`config.mk`:
```
export PLATFORM = sky130hd
export DESIGN_NAME = piezo_drum_trigger_scanner
export DESIGN_NICKNAME = d
export VERILOG_FILES = /design/src/design/pdts_pkg.sv /design/src/design/pdts_front.sv /design/src/design/pdts_queue.sv /design/src/design/pdts_back.sv /design/src/design/piezo_drum_trigger_scanner.sv
export SDC_FILE = /design/constraint.sdc
export NUM_CORES = 2
export LEC_CHECK = 0
export ABC_AREA = 1
export BUFFER_PORTS_ARGS = -buffer_cell sky130_fd_sc_hd__clkbuf_2
export CAP_MARGIN = 0
export CORE_MARGIN = 2
export CORE_UTILIZATION = 39
export DETAILED_ROUTE_END_ITERATION = 10
export SYNTH_ARGS = -nofsm -noshare
export SYNTH_HDL_FRONTEND = slang
export SYNTH_SLANG_ARGS = --single-unit
```
`constraint.sdc`:
```
create_clock -name clk -period 13.9 [get_ports clk]
set_input_delay 3.475 -clock clk [delete_from_list [all_inputs] [get_ports clk]]
set_output_delay 3.475 -clock clk [all_outputs]
set_load 0.005 [all_outputs]
```
`src/design/pdts_pkg.sv`:
```
// Package for the piezo drum trigger scanner: payload structs, register
// indexes, pad modes and the queue entry type. No dependencies.
package pdts_pkg;

  localparam int PADS        = 8;
  localparam int SAMPLE_BITS = 10;
  localparam int PAD_W       = 3;

  localparam logic [1:0] MODE_IDLE    = 2'd0;
  localparam logic [1:0] MODE_CAPTURE = 2'd1;
  localparam logic [1:0] MODE_MUTED   = 2'd2;

  localparam logic [2:0] HIHAT_PAD = 3'd4;
  localparam logic [2:0] CHOKE_PAD = 3'd0;
  localparam logic [6:0] VEL_MIN   = 7'd30;
  localparam logic [6:0] VEL_MAX   = 7'd127;
  localparam logic [6:0] VEL_SPAN  = 7'd97;

  localparam logic [2:0] REG_THRESHOLD = 3'd0;
  localparam logic [2:0] REG_MAX_HIT   = 3'd1;
  localparam logic [2:0] REG_CAPTURE   = 3'd2;
  localparam logic [2:0] REG_MUTE      = 3'd3;
  localparam logic [2:0] REG_XT_WIN    = 3'd4;
  localparam logic [2:0] REG_XT_FACTOR = 3'd5;
  localparam logic [2:0] REG_HH_NOTE   = 3'd6;
  localparam logic [2:0] REG_NOTE_MAP  = 3'd7;

  localparam int CFG_IDX_W  = 3;
  localparam int CFG_DATA_W = 56;

  typedef struct packed {
    logic [2:0]  pad;
    logic [9:0]  sample;
    logic [31:0] time_us;
    logic [31:0] time_ms;
    logic        hihat_closed;
    logic        choke_pressed;
  } in_item_t;

  typedef struct packed {
    logic [2:0] hit_pad;
    logic [6:0] note;
    logic [6:0] velocity;
    logic       is_choke;
  } out_item_t;

  // A job handed from the front to the back: either a finished choke event
  // or a hit whose velocity still has to be computed.
  typedef struct packed {
    logic [2:0] pad;
    logic [6:0] note;
    logic [9:0] peak;
    logic       is_choke;
  } job_t;

endpackage

```
`src/design/pdts_front.sv`:
```
// Front part: per-pad state machines, crosstalk check, job generation.
// Depends on pdts_pkg.
module pdts_front (
  input  logic                 clk,
  input  logic                 rst_n,
  input  logic                 in_valid,
  output logic                 in_stall,
  input  pdts_pkg::in_item_t   in_data,
  input  logic [9:0]           threshold,
  input  logic [15:0]          capture_us,
  input  logic [19:0]          mute_us,
  input  logic [15:0]          xt_win_ms,
  input  logic [15:0]          xt_factor,
  input  logic [6:0]           hh_note,
  input  logic [55:0]          note_map,
  output logic                 job_valid,
  input  logic                 job_full,
  output pdts_pkg::job_t       job
);

  logic [1:0]  mode_r  [pdts_pkg::PADS];
  logic [9:0]  peak_r  [pdts_pkg::PADS];
  logic [31:0] timer_r [pdts_pkg::PADS];
  logic [31:0] last_ms_r;
  logic [9:0]  last_peak_r;

  logic        acc;
  logic [2:0]  p;
  logic [1:0]  m0, m1, mode_nxt;
  logic [31:0] t0, timer_nxt;
  logic [9:0]  pk, peak_nxt;
  logic        choke, emit_hit, xt;
  logic [6:0]  pnote;
  logic [25:0] noise_prod;

  assign in_stall = job_full;
  assign acc      = in_valid && !job_full;
  assign p        = in_data.pad;
  assign pnote    = note_map[7*p +: 7];
  // The noise level always follows the peak of the last emitted hit and the current factor.
  assign noise_prod = last_peak_r * xt_factor;

  always_comb begin
    m0 = mode_r[p];
    t0 = timer_r[p];
    pk = peak_r[p];
    choke = (p == pdts_pkg::CHOKE_PAD) && in_data.choke_pressed
            && (m0 != pdts_pkg::MODE_MUTED);
    m1 = choke ? pdts_pkg::MODE_MUTED : m0;
    if (choke) t0 = in_data.time_us;
    mode_nxt  = m1;
    timer_nxt = t0;
    peak_nxt  = pk;
    emit_hit  = 1'b0;
    xt        = 1'b0;
    unique case (m1)
      pdts_pkg::MODE_IDLE: begin
        if (in_data.sample > threshold) begin
          mode_nxt  = pdts_pkg::MODE_CAPTURE;
          timer_nxt = in_data.time_us;
          peak_nxt  = in_data.sample;
        end
      end
      pdts_pkg::MODE_CAPTURE: begin
        if (in_data.sample > pk) peak_nxt = in_data.sample;
        if ((in_data.time_us - t0) >= {16'd0, capture_us}) begin
          xt = ((in_data.time_ms - last_ms_r) <= {16'd0, xt_win_ms})
               && (peak_nxt <= noise_prod[25:16]);
          emit_hit  = !xt;
          mode_nxt  = pdts_pkg::MODE_MUTED;
          timer_nxt = in_data.time_us;
        end
      end
      default: begin
        if ((in_data.time_us - t0) >= {12'd0, mute_us})
          mode_nxt = pdts_pkg::MODE_IDLE;
      end
    endcase
  end

  always_ff @(posedge clk) begin
    if (!rst_n) begin
      for (int i = 0; i < pdts_pkg::PADS; i++) begin
        mode_r[i]  <= pdts_pkg::MODE_IDLE;
        peak_r[i]  <= '0;
        timer_r[i] <= '0;
      end
      last_ms_r   <= '0;
      last_peak_r <= '0;
    end else begin
      if (acc) begin
        mode_r[p]  <= mode_nxt;
        peak_r[p]  <= peak_nxt;
        timer_r[p] <= timer_nxt;
        if (emit_hit) begin
          last_ms_r   <= in_data.time_ms;
          last_peak_r <= peak_nxt;
        end
      end
    end
  end

  // Hit and choke cannot both happen: a choke leaves the pad muted.
  assign job_valid    = acc && (choke || emit_hit);
  assign job.pad      = p;
  assign job.is_choke = choke;
  assign job.peak     = peak_nxt;
  assign job.note     = (!choke && p == pdts_pkg::HIHAT_PAD && in_data.hihat_closed)
                        ? hh_note : pnote;

  a_no_both: assert property (@(posedge clk) disable iff (!rst_n)
    !(acc && choke && emit_hit)) else $error("choke and hit together");
  a_hit_mutes: assert property (@(posedge clk) disable iff (!rst_n)
    acc && emit_hit |=> mode_r[$past(p)] == pdts_pkg::MODE_MUTED)
    else $error("pad not muted after hit");
  a_stall: assert property (@(posedge clk) disable iff (!rst_n)
    job_full |-> !job_valid) else $error("job pushed into full queue");

endmodule

```
`src/design/pdts_queue.sv`:
```
// Two-entry job queue between front and back. Depends on pdts_pkg.
module pdts_queue (
  input  logic            clk,
  input  logic            rst_n,
  input  logic            push,
  input  pdts_pkg::job_t  push_data,
  output logic            full,
  output logic            not_empty,
  input  logic            pop,
  output pdts_pkg::job_t  pop_data
);

  pdts_pkg::job_t mem_r [2];
  logic       wp_r, rp_r;
  logic [1:0] cnt_r;

  assign full      = cnt_r == 2'd2;
  assign not_empty = cnt_r != 2'd0;
  assign pop_data  = mem_r[rp_r];

  always_ff @(posedge clk) begin
    if (push) mem_r[wp_r] <= push_data;
  end

  always_ff @(posedge clk) begin
    if (!rst_n) begin
      wp_r <= 1'b0; rp_r <= 1'b0; cnt_r <= '0;
    end else begin
      if (push) wp_r <= ~wp_r;
      if (pop)  rp_r <= ~rp_r;
      cnt_r <= cnt_r + {1'b0, push} - {1'b0, pop};
    end
  end

  a_cnt: assert property (@(posedge clk) disable iff (!rst_n)
    cnt_r <= 2'd2) else $error("queue count overflow");
  a_pop: assert property (@(posedge clk) disable iff (!rst_n)
    pop |-> not_empty) else $error("pop from empty queue");
  a_push: assert property (@(posedge clk) disable iff (!rst_n)
    push |-> !full) else $error("push into full queue");

endmodule

```
`src/design/pdts_back.sv`:
```
// Back part: velocity mapping with a restoring divider, output register.
// Depends on pdts_pkg.
module pdts_back (
  input  logic                 clk,
  input  logic                 rst_n,
  input  logic [9:0]           threshold,
  input  logic [9:0]           max_hit,
  input  logic                 job_avail,
  input  pdts_pkg::job_t       job,
  output logic                 job_pop,
  output logic                 out_valid,
  input  logic                 out_stall,
  output pdts_pkg::out_item_t  out_data
);

  localparam logic [1:0] ST_IDLE = 2'd0;
  localparam logic [1:0] ST_DIV  = 2'd1;
  localparam logic [1:0] ST_OUT  = 2'd2;

  logic [1:0]  st_r, st_nxt;
  logic [16:0] num_r;      // |numerator| up to 1023*97
  logic [9:0]  den_r;      // |denominator|
  logic [16:0] quo_r;
  logic [10:0] rem_r;
  logic [4:0]  cnt_r;
  logic        neg_r;
  logic [2:0]  pad_r;
  logic [6:0]  note_r;
  logic        choke_r;
  logic        ovalid_r;
  pdts_pkg::out_item_t odata_r;

  logic signed [10:0] dn, nd;
  logic [10:0] adn, and_;
  logic [16:0] nmag;
  logic [11:0] rsh;
  logic [11:0] rsub;
  logic        out_free;
  logic [6:0]  vel;

  assign out_free = !ovalid_r || !out_stall;
  assign dn  = $signed({1'b0, max_hit}) - $signed({1'b0, threshold});
  assign nd  = $signed({1'b0, job.peak}) - $signed({1'b0, threshold});
  assign adn = dn[10] ? 11'(-dn) : 11'(dn);
  assign and_ = nd[10] ? 11'(-nd) : 11'(nd);
  assign nmag = 17'(and_ * pdts_pkg::VEL_SPAN);
  assign rsh  = {rem_r, num_r[16]};
  assign rsub = rsh - {2'd0, den_r};

  // Quotient sign: negative when numerator and divisor differ in sign.
  always_comb begin
    vel = pdts_pkg::VEL_MAX;
    if (neg_r) begin
      // truncated quotient <= 0, so v <= 30: clamp to minimum
      vel = pdts_pkg::VEL_MIN;
    end else if (quo_r >= 17'd97) begin
      vel = pdts_pkg::VEL_MAX;
    end else begin
      vel = 7'(quo_r) + pdts_pkg::VEL_MIN;
    end
  end

  assign job_pop = (st_r == ST_IDLE) && job_avail;

  always_comb begin
    st_nxt = st_r;
    unique case (st_r)
      ST_IDLE: if (job_avail) st_nxt = (job.is_choke || dn == 0) ? ST_OUT : ST_DIV;
      ST_DIV:  if (cnt_r == 5'd16) st_nxt = ST_OUT;
      ST_OUT:  if (out_free) st_nxt = ST_IDLE;
      default: st_nxt = ST_IDLE;
    endcase
  end

  always_ff @(posedge clk) begin
    if (!rst_n) begin
      st_r     <= ST_IDLE;
      ovalid_r <= 1'b0;
      cnt_r    <= '0;
    end else begin
      st_r <= st_nxt;
      if (ovalid_r && !out_stall) ovalid_r <= 1'b0;
      if (st_r == ST_OUT && out_free) ovalid_r <= 1'b1;
      if (st_r == ST_DIV) cnt_r <= cnt_r + 5'd1;
      else cnt_r <= '0;
    end
  end

  always_ff @(posedge clk) begin
    unique case (st_r)
      ST_IDLE: if (job_avail) begin
        pad_r   <= job.pad;
        note_r  <= job.note;
        choke_r <= job.is_choke;
        num_r   <= nmag;
        den_r   <= adn[9:0];
        rem_r   <= '0;
        quo_r   <= '0;
        // zero numerator gives quotient 0, i.e. velocity 30, either sign
        neg_r  <= (nd[10] != dn[10]) && (nd != 0);
        if (job.is_choke) begin
          quo_r <= '0;
          neg_r <= 1'b0;
        end else if (dn == 0) begin
          quo_r <= 17'd97;
          neg_r <= 1'b0;
        end
      end
      ST_DIV: begin
        num_r <= {num_r[15:0], 1'b0};
        if (!rsub[11]) begin
          rem_r <= rsub[10:0];
          quo_r <= {quo_r[15:0], 1'b1};
        end else begin
          rem_r <= rsh[10:0];
          quo_r <= {quo_r[15:0], 1'b0};
        end
      end
      ST_OUT: if (out_free) begin
        odata_r.hit_pad  <= pad_r;
        odata_r.note     <= note_r;
        odata_r.is_choke <= choke_r;
        odata_r.velocity <= choke_r ? 7'd0 : vel;
      end
      default: ;
    endcase
  end

  assign out_valid = ovalid_r;
  assign out_data  = odata_r;

  a_hold: assert property (@(posedge clk) disable iff (!rst_n)
    ovalid_r && out_stall |=> ovalid_r) else $error("result dropped");
  a_vel: assert property (@(posedge clk) disable iff (!rst_n)
    ovalid_r && !odata_r.is_choke |-> odata_r.velocity >= pdts_pkg::VEL_MIN)
    else $error("hit velocity below minimum");
  a_pop: assert property (@(posedge clk) disable iff (!rst_n)
    job_pop |-> st_r == ST_IDLE) else $error("pop while busy");

endmodule

```
`src/design/piezo_drum_trigger_scanner.sv`:
```
// Top level of the piezo drum trigger scanner: configuration registers and
// the front, queue and back parts. Depends on pdts_pkg and its submodules.
//
// Usage. The in_ channel carries one ADC sample for one pad together with
// microsecond and millisecond time stamps. A request is taken at a rising
// edge with in_valid high and in_stall low. The front part updates that
// pad's state (idle, capturing, muted) in the same cycle and, for a choke
// or a finished capture that passes the crosstalk check, pushes a job into
// a two-entry queue. The back part pops a job, works out the velocity with
// a restoring divider of one quotient bit per cycle and presents the event
// in an output register on the out_ channel.
// Throughput: the front takes one request per cycle while the queue has
// room. A hit passes the back part's pop, divider steps and output register
// load, which sets the sustained event rate; a choke or a hit with zero
// divisor (max_hit equal to threshold) skips the divider. The back part pops
// a new job only when idle; requests that give no event push no job. When
// the receiver holds out_stall the result stays put, the queue fills and
// in_stall then rises. After a hit, the crosstalk noise level from the new
// peak is used from the next request on. Configuration is written through
// cfg_wr_en, cfg_index and cfg_data; the user must do so only while idle,
// which the block does not enforce. Synchronous reset (rst_n low) loads
// the register defaults and returns all pads to idle.
module piezo_drum_trigger_scanner (
  input  logic                 clk,
  input  logic                 rst_n,
  input  logic                 in_valid,
  output logic                 in_stall,
  input  pdts_pkg::in_item_t   in_data,
  output logic                 out_valid,
  input  logic                 out_stall,
  output pdts_pkg::out_item_t  out_data,
  input  logic                 cfg_wr_en,
  input  logic [2:0]           cfg_index,
  input  logic [55:0]          cfg_data
);

  logic [9:0]  thr_r, maxh_r;
  logic [15:0] cap_r, xwin_r, xfac_r;
  logic [19:0] mute_r;
  logic [6:0]  hh_r;
  logic [55:0] nmap_r;

  always_ff @(posedge clk) begin
    if (!rst_n) begin
      thr_r  <= 10'd150;
      maxh_r <= 10'd409;
      cap_r  <= 16'd1000;
      mute_r <= 20'd50000;
      xwin_r <= 16'd40;
      xfac_r <= 16'd16852;
      hh_r   <= 7'd42;
      nmap_r <= 56'd20447836355909681;
    end else if (cfg_wr_en) begin
      unique case (cfg_index)
        pdts_pkg::REG_THRESHOLD: thr_r  <= cfg_data[9:0];
        pdts_pkg::REG_MAX_HIT:   maxh_r <= cfg_data[9:0];
        pdts_pkg::REG_CAPTURE:   cap_r  <= cfg_data[15:0];
        pdts_pkg::REG_MUTE:      mute_r <= cfg_data[19:0];
        pdts_pkg::REG_XT_WIN:    xwin_r <= cfg_data[15:0];
        pdts_pkg::REG_XT_FACTOR: xfac_r <= cfg_data[15:0];
        pdts_pkg::REG_HH_NOTE:   hh_r   <= cfg_data[6:0];
        pdts_pkg::REG_NOTE_MAP:  nmap_r <= cfg_data;
        default: ;
      endcase
    end
  end

  logic           job_valid, q_full, q_nempty, q_pop;
  pdts_pkg::job_t job_in, job_out;

  pdts_front u_front (
    .clk, .rst_n, .in_valid, .in_stall, .in_data,
    .threshold(thr_r), .capture_us(cap_r), .mute_us(mute_r),
    .xt_win_ms(xwin_r), .xt_factor(xfac_r), .hh_note(hh_r), .note_map(nmap_r),
    .job_valid, .job_full(q_full), .job(job_in)
  );

  pdts_queue u_queue (
    .clk, .rst_n, .push(job_valid), .push_data(job_in), .full(q_full),
    .not_empty(q_nempty), .pop(q_pop), .pop_data(job_out)
  );

  pdts_back u_back (
    .clk, .rst_n, .threshold(thr_r), .max_hit(maxh_r),
    .job_avail(q_nempty), .job(job_out), .job_pop(q_pop),
    .out_valid, .out_stall, .out_data
  );

  a_out_hold: assert property (@(posedge clk) disable iff (!rst_n)
    out_valid && out_stall |=> out_valid && $stable(out_data))
    else $error("stalled event changed");
  a_cfg: assert property (@(posedge clk) disable iff (!rst_n)
    cfg_wr_en && cfg_index == pdts_pkg::REG_THRESHOLD |=> thr_r == $past(cfg_data[9:0]))
    else $error("threshold write lost");
  a_out: assert property (@(posedge clk) disable iff (!rst_n)
    out_valid && out_data.is_choke |-> out_data.velocity == 7'd0)
    else $error("choke with nonzero velocity");

endmodule
```
## Yosys cells after proc, flatten, opt, wreduce, memory -nomap -nowiden

Memory sizes are Yosys's and may differ from the RTL's. A register that Yosys moved wholly into a read port is not among the register bits.
Cells that the tools add are included.

- Register bits: 290
- Bits in latches: 0
- Memory bits (writable): 394
- Bits in read-only memories: 0
- Input port bits: 143
- Word-level logic and storage cells: 176
- Memories kept: 4

- $add $sub $neg: 11
- $mul: 3
- Div/mod/pow operators: 0
- Magnitude comparators: 7
- Equality and inequality tests: 18
- Shift-type cells: 1
- Muxes and demuxes: 54
- Bitwise gates (word level): 2
- Reductions and logical operators: 47

Memory list:

| memory | words | bits a word | rd ports | clocked after memory_dff | write ports | line | source |
|---|---|---|---|---|---|---|---|
| u_front.timer_r | 8 | 32 | 1 | 0 | 8 | pdts_front.sv:23 | `logic [31:0] timer_r [pdts_pkg::PADS];` |
| u_front.peak_r | 8 | 10 | 1 | 0 | 8 | pdts_front.sv:22 | `logic [9:0] peak_r [pdts_pkg::PADS];` |
| u_queue.mem_r | 2 | 21 | 1 | 1 | 1 | pdts_queue.sv:13 | `pdts_pkg::job_t mem_r [2];` |
| u_front.mode_r | 8 | 2 | 1 | 0 | 8 | pdts_front.sv:21 | `logic [1:0] mode_r [pdts_pkg::PADS];` |

Operator list:

| kind | number |
|---|---|
| $mux 32 | 4 |
| $pmux 17 s2 | 2 |
| $pmux 32 s2 | 1 |
| $sub 32x32->32 | 2 |
| $shiftx 56x7->7 | 1 |
| $mux 17 | 3 |
| $mux 10 | 5 |
| $mux 11 | 3 |
| $ge 32x16->1 | 1 |
| $ge 32x20->1 | 1 |
| $le 32x16->1 | 1 |
| $logic_not 32->1 | 1 |
| $reduce_bool 32->1 | 1 |
| $reduce_or 32->1 | 1 |
| $mul 10x16->26 | 1 |
| $reduce_and 2->1 | 13 |
| $pmux 11 s2 | 1 |
| $sub 10x10->11 | 2 |
| $mux 7 | 3 |
| $gt 10x10->1 | 2 |
| $pmux 10 s2 | 1 |
| $mux 2 | 9 |
| $ge 17x7->1 const B | 1 |
| $mul 11x7->17 const B | 1 |
| other kinds (33) | 82 |

## Longest topological paths before layout

- Word-level depth: 15
- Gate-level depth with buffers: 44

## Modules after synthesis

A second synthesis with hierarchy kept.

- Cell total of the unflattened synthesis: 5887
- Area total of the unflattened synthesis: 45727.6 µm²

By module, submodules not included:

| module | times used | cells each | area each (µm²) | sequential area each (µm²) |
|---|---|---|---|---|
| pdts_front | 1 | 4165 | 31356.3 | 11410.9 |
| pdts_back | 1 | 809 | 6800.3 | 2712.6 |
| piezo_drum_trigger_scanner | 1 | 815 | 5750.5 | 3022.9 |
| pdts_queue | 1 | 98 | 1820.5 | 1361.3 |

## Worst setup path after synthesis

No wires, ideal clock.

- Path type: input to register
- Start: in in_data[78] (netlist name)
- End: mem u_queue.mem_r[0][0] (netlist name) (enable)
- Arrival time: 8572 ps
- Required time: 13494 ps
- Slack: 4922 ps
- Stages: 31
- Path buffers: 6
- Cells stage by stage: buf_4 > inv_2 > nand3_2 > inv_2 > buf_2 > buf_2 > buf_1 > nand2_1 > a31o_2 > o21ai_0 > inv_1 > fa_1 > nand2_1 > inv_1 > nand2_1 > nand3_1 > nand2_1 > nand2_1 > xor2_1 > ha_1 > nand2_1 > o21a_1 > a21oi_1 > o21ai_0 > nand3_1 > nor2_1 > nand3_2 > nand4_1 > buf_2 > buf_2 > a21oi_1

- Cells in the longest elaborated chain, start to end: 13
- Elaborated cells between the ends (all ways): 24
- Those cells by class: add/sub: 1; order compare: 3; eq/ne: 2; mux: 8; reduce/logical: 7; memory: 3

RTL lines:

| item | line | source |
|---|---|---|
| from (decl) | piezo_drum_trigger_scanner.sv:28 | `input pdts_pkg::in_item_t in_data,` |
| parallel branches: the longest is 9 deep, another holds $sub 32x32->32 | n/a |  |
| $logic_or 1x1->1 * | pdts_front.sv:104 | `assign job_valid = acc && (choke \|\| emit_hit);` |
| $logic_and 1x1->1 * | pdts_front.sv:104 |  |
| $mux 1 * | pdts_queue.sv:22 | `if (push) mem_r[wp_r] <= push_data;` |
| $mux 1 (not written as such) * | pdts_queue.sv:22 |  |
| to (decl) | pdts_queue.sv:13 |  |

Every way passes the cells marked *. The select of a mux whose other input is x is not followed.

==> flow_summary.json <==
{
  "status": "finished, final reports clean",
  "setup_tns_ps": 0,
  "routabilityCongestion": 0.9172,
  "worstSetupEndpointType": "flop",
  "timing.fmax_mhz": 95.08,
  "pre_cts_slack_ps": 2817,
  "vdd_ir_drop_max_mv": 0.2307,
  "die_h_um": 336.1,
  "leakagePower_nw": 23.18,
  "ys_seq_elements": 685,
  "antenna_found_initial": 8,
  "vias": 35280,
  "fin_nets": 5856,
  "synth_top_area_share_pct": 33.44,
  "cts_tree": "yes",
  "ys_seq_area_share_pct": 43.02,
  "cts_buffer_depth": 3,
  "max-cap-violations": 0,
  "hold_class": "flop to flop",
  "stdcell_area_um2": 48070,
  "netlist_top_cells_area": "edfxtp_1, nand2_1, dfxtp_1",
  "syn_area_um2": 43020,
  "critPathLaunchType": "input port",
  "yosys_most_used_dff": "edfxtp_1",
  "core_um2": 109200,
  "synth_cell_type_count": 60,
  "gr-usage-all-layers_pct": 22.82,
  "crit_arrival_ps": 10930,
  "yosysWarnings": 0,
  "synth_area_per_cell_um2": 8.229,
  "die_area_um2": 113000,
  "ctsRootBufferMaster": "clkbuf_16",
  "slowest_delay_ps": 720,
  "synth_edf_count": 479,
  "grt_pass1_wl_um": 197800,
  "finClkSkew_ps": 66.02,
  "grt_overflow": 0,
  "clock_latency_ps": 690,
  "start_util_pct": 39.41,
  "first_pass_iters": 8,
  "die_w_um": 336.1,
  "clock-sinks": 685,
  "crit_type": "input port to flop",
  "io_pins": 163,
  "total_power_mw": 7.740,
  "drt.antenna.violating_nets": 0,
  "final_min_period_over_clock_period_pct": 75.66,
  "yosys-top-cells-count": "nand2_1, inv_1, edfxtp_1, a21oi_1, nor2_1",
  "drv_slew": 0,
  "period_needed_ps": 10520,
  "clk_pin_slew_ps": 60,
  "instances_no_fill": 6852,
  "rsz0062_at_grt": "no",
  "syn_nets": 5775,
  "row_count": 121,
  "cts-buffers-inserted": 80,
  "hpwl_um": 90330,
  "grt_pass1_vias": 33360,
  "required_ps": 14310,
  "cts_resized": 0,
  "slew_headroom_pct": 9.335,
  "setup_slack_ps": 3383,
  "cpMostUsedCell": "nand2_1",
  "dp.cells": 6703,
  "viasPerCell": 5.149,
  "cts_hold_buf": 0,
  "synth.most_common_cell": "nand2_1",
  "htreeDepth": 3,
  "drt_wl_total_um": 130000,
  "drc": 0,
  "worst_pin_slew_ps": 1354,
  "placed_cell_area_um2": 45260,
  "holdWs_ps": 419.8,
  "yosys.area.top_type": "edfxtp_1",
  "drt_iter0_drc": 3049,
  "postSynthCellCount": 5228,
  "p_per_area_nw_per_um2": 161.0,
  "async_flop_share_pct": 0,
  "grt_max_degree": 99,
  "cts_setup_buffers": 0,
  "crit_path_top_delay_cell": "clkinv_1",
  "hold_violations": 0,
  "nFillCells": 10850,
  "drive_gt1_share_pct": 7.961,
  "area_growth_pct": 11.75,
  "wl_per_cell_um": 18.97,
  "port_buffers": 162,
  "crit_fanout": 50,
  "final_util_pct": 44.04,
  "finalSetupViolCount": 0,
  "antenna_cells": 0
}
-- flip-flops by register name, summed over array words and instances, names as in the netlist, 5 cells and up, named ones only --
name / count
u_back.rem_r: 11
maxh_r: 10
u_front.peak_r: 80
u_back.cnt_r: 5
u_back.out_data: 18
xfac_r: 16
u_queue.mem_r: 42
nmap_r: 56
u_back.note_r: 7
u_front.timer_r: 256
u_front.last_peak_r: 10
u_front.last_ms_r: 32
hh_r: 7
mute_r: 20
u_front.mode_r: 16
u_back.den_r: 10
u_back.num_r: 17
xwin_r: 16
thr_r: 10
cap_r: 16
u_back.quo_r: 17
-- critical path, delay by kind of cell --
kind                       cells  cell delay [ps]
AOI/OAI and AO/OA              4              980
buffers and inverters          8             2300
xor gates and xnor gates       1              290
adders and majority gates      2              650
and+or+nand+nor               22             3130
-- report_power, final --
part | switching [mW] | internal [mW] | total, mW
Clock | 0.923 | 1.31 | 2.23
Sequential | 0.109 | 2.53 | 2.64
Combinational | 1.79 | 1.08 | 2.87
-- path summary, 6_finish.rpt --
kind                                             start                endpoint  slack, ps  cells after the start
worst min register to register         u_back.pad_r[1]     u_back.out_data[16]        420                      0
worst max register to register  u_front.last_peak_r[3]     u_queue.mem_r[0][0]       5040                     37
worst min-delay path                   u_back.pad_r[1]     u_back.out_data[16]        420                      0
worst max-delay path                       in_data[76]  u_front.timer_r[6][25]       3380                     37
-- cell usage in the layout (no fill, tap or decap), drive strengths merged, types with 19 or more instances in the layout --
cell / netlist / routed
xnor2: 25 / 25
nand3: 219 / 219
clkbuf: 138 / 264
nor3: 27 / 27
nor2: 369 / 369
a221oi: 52 / 52
ha: 287 / 287
inv: 877 / 883
clkinv: 10 / 39
a21oi: 371 / 371
a22o: 30 / 30
nand4: 67 / 67
buf: 61 / 37
edfxtp: 479 / 479
o211ai: 39 / 39
mux2: 19 / 19
fa: 117 / 117
o21ai: 250 / 250
xor2: 63 / 63
dfxtp: 206 / 206
nand2: 1411 / 1411
-- layer usage --
layer	track usage, %	share of wire (%)
met5	0	0.052
met4	6.707	2.9
met3	3.293	6.5
met2	37.29	45
met1	31.35	45
-- cell type report --
class                   instances  area [um2]  area share [%]
clock buffers                 103        2212           4.602
repair buffers                198        1084           2.254
flip-flops and latches        685       18510           38.50
multi-input cells            3457       20490           42.63
inverters                     887        3329           6.926
clock inverters                46       599.3           1.247
well taps                    1476        1847           3.842
-- logic make-up (layout without fill, tap and decap cells) --
group           after synthesis  in the layout  share of synthesized area, %
buf+inv                    1086           1234                         9.636
flops                       685            685                         43.02
fa+ha+maj                   404            404                         13.79
mux                          20             20                        0.5206
simple gates               2128           2128                         20.08
compound gates              817            817                         11.15
xor+xnor                     88             88                         1.792
Note: power is estimated with default switching activity, not from simulation.
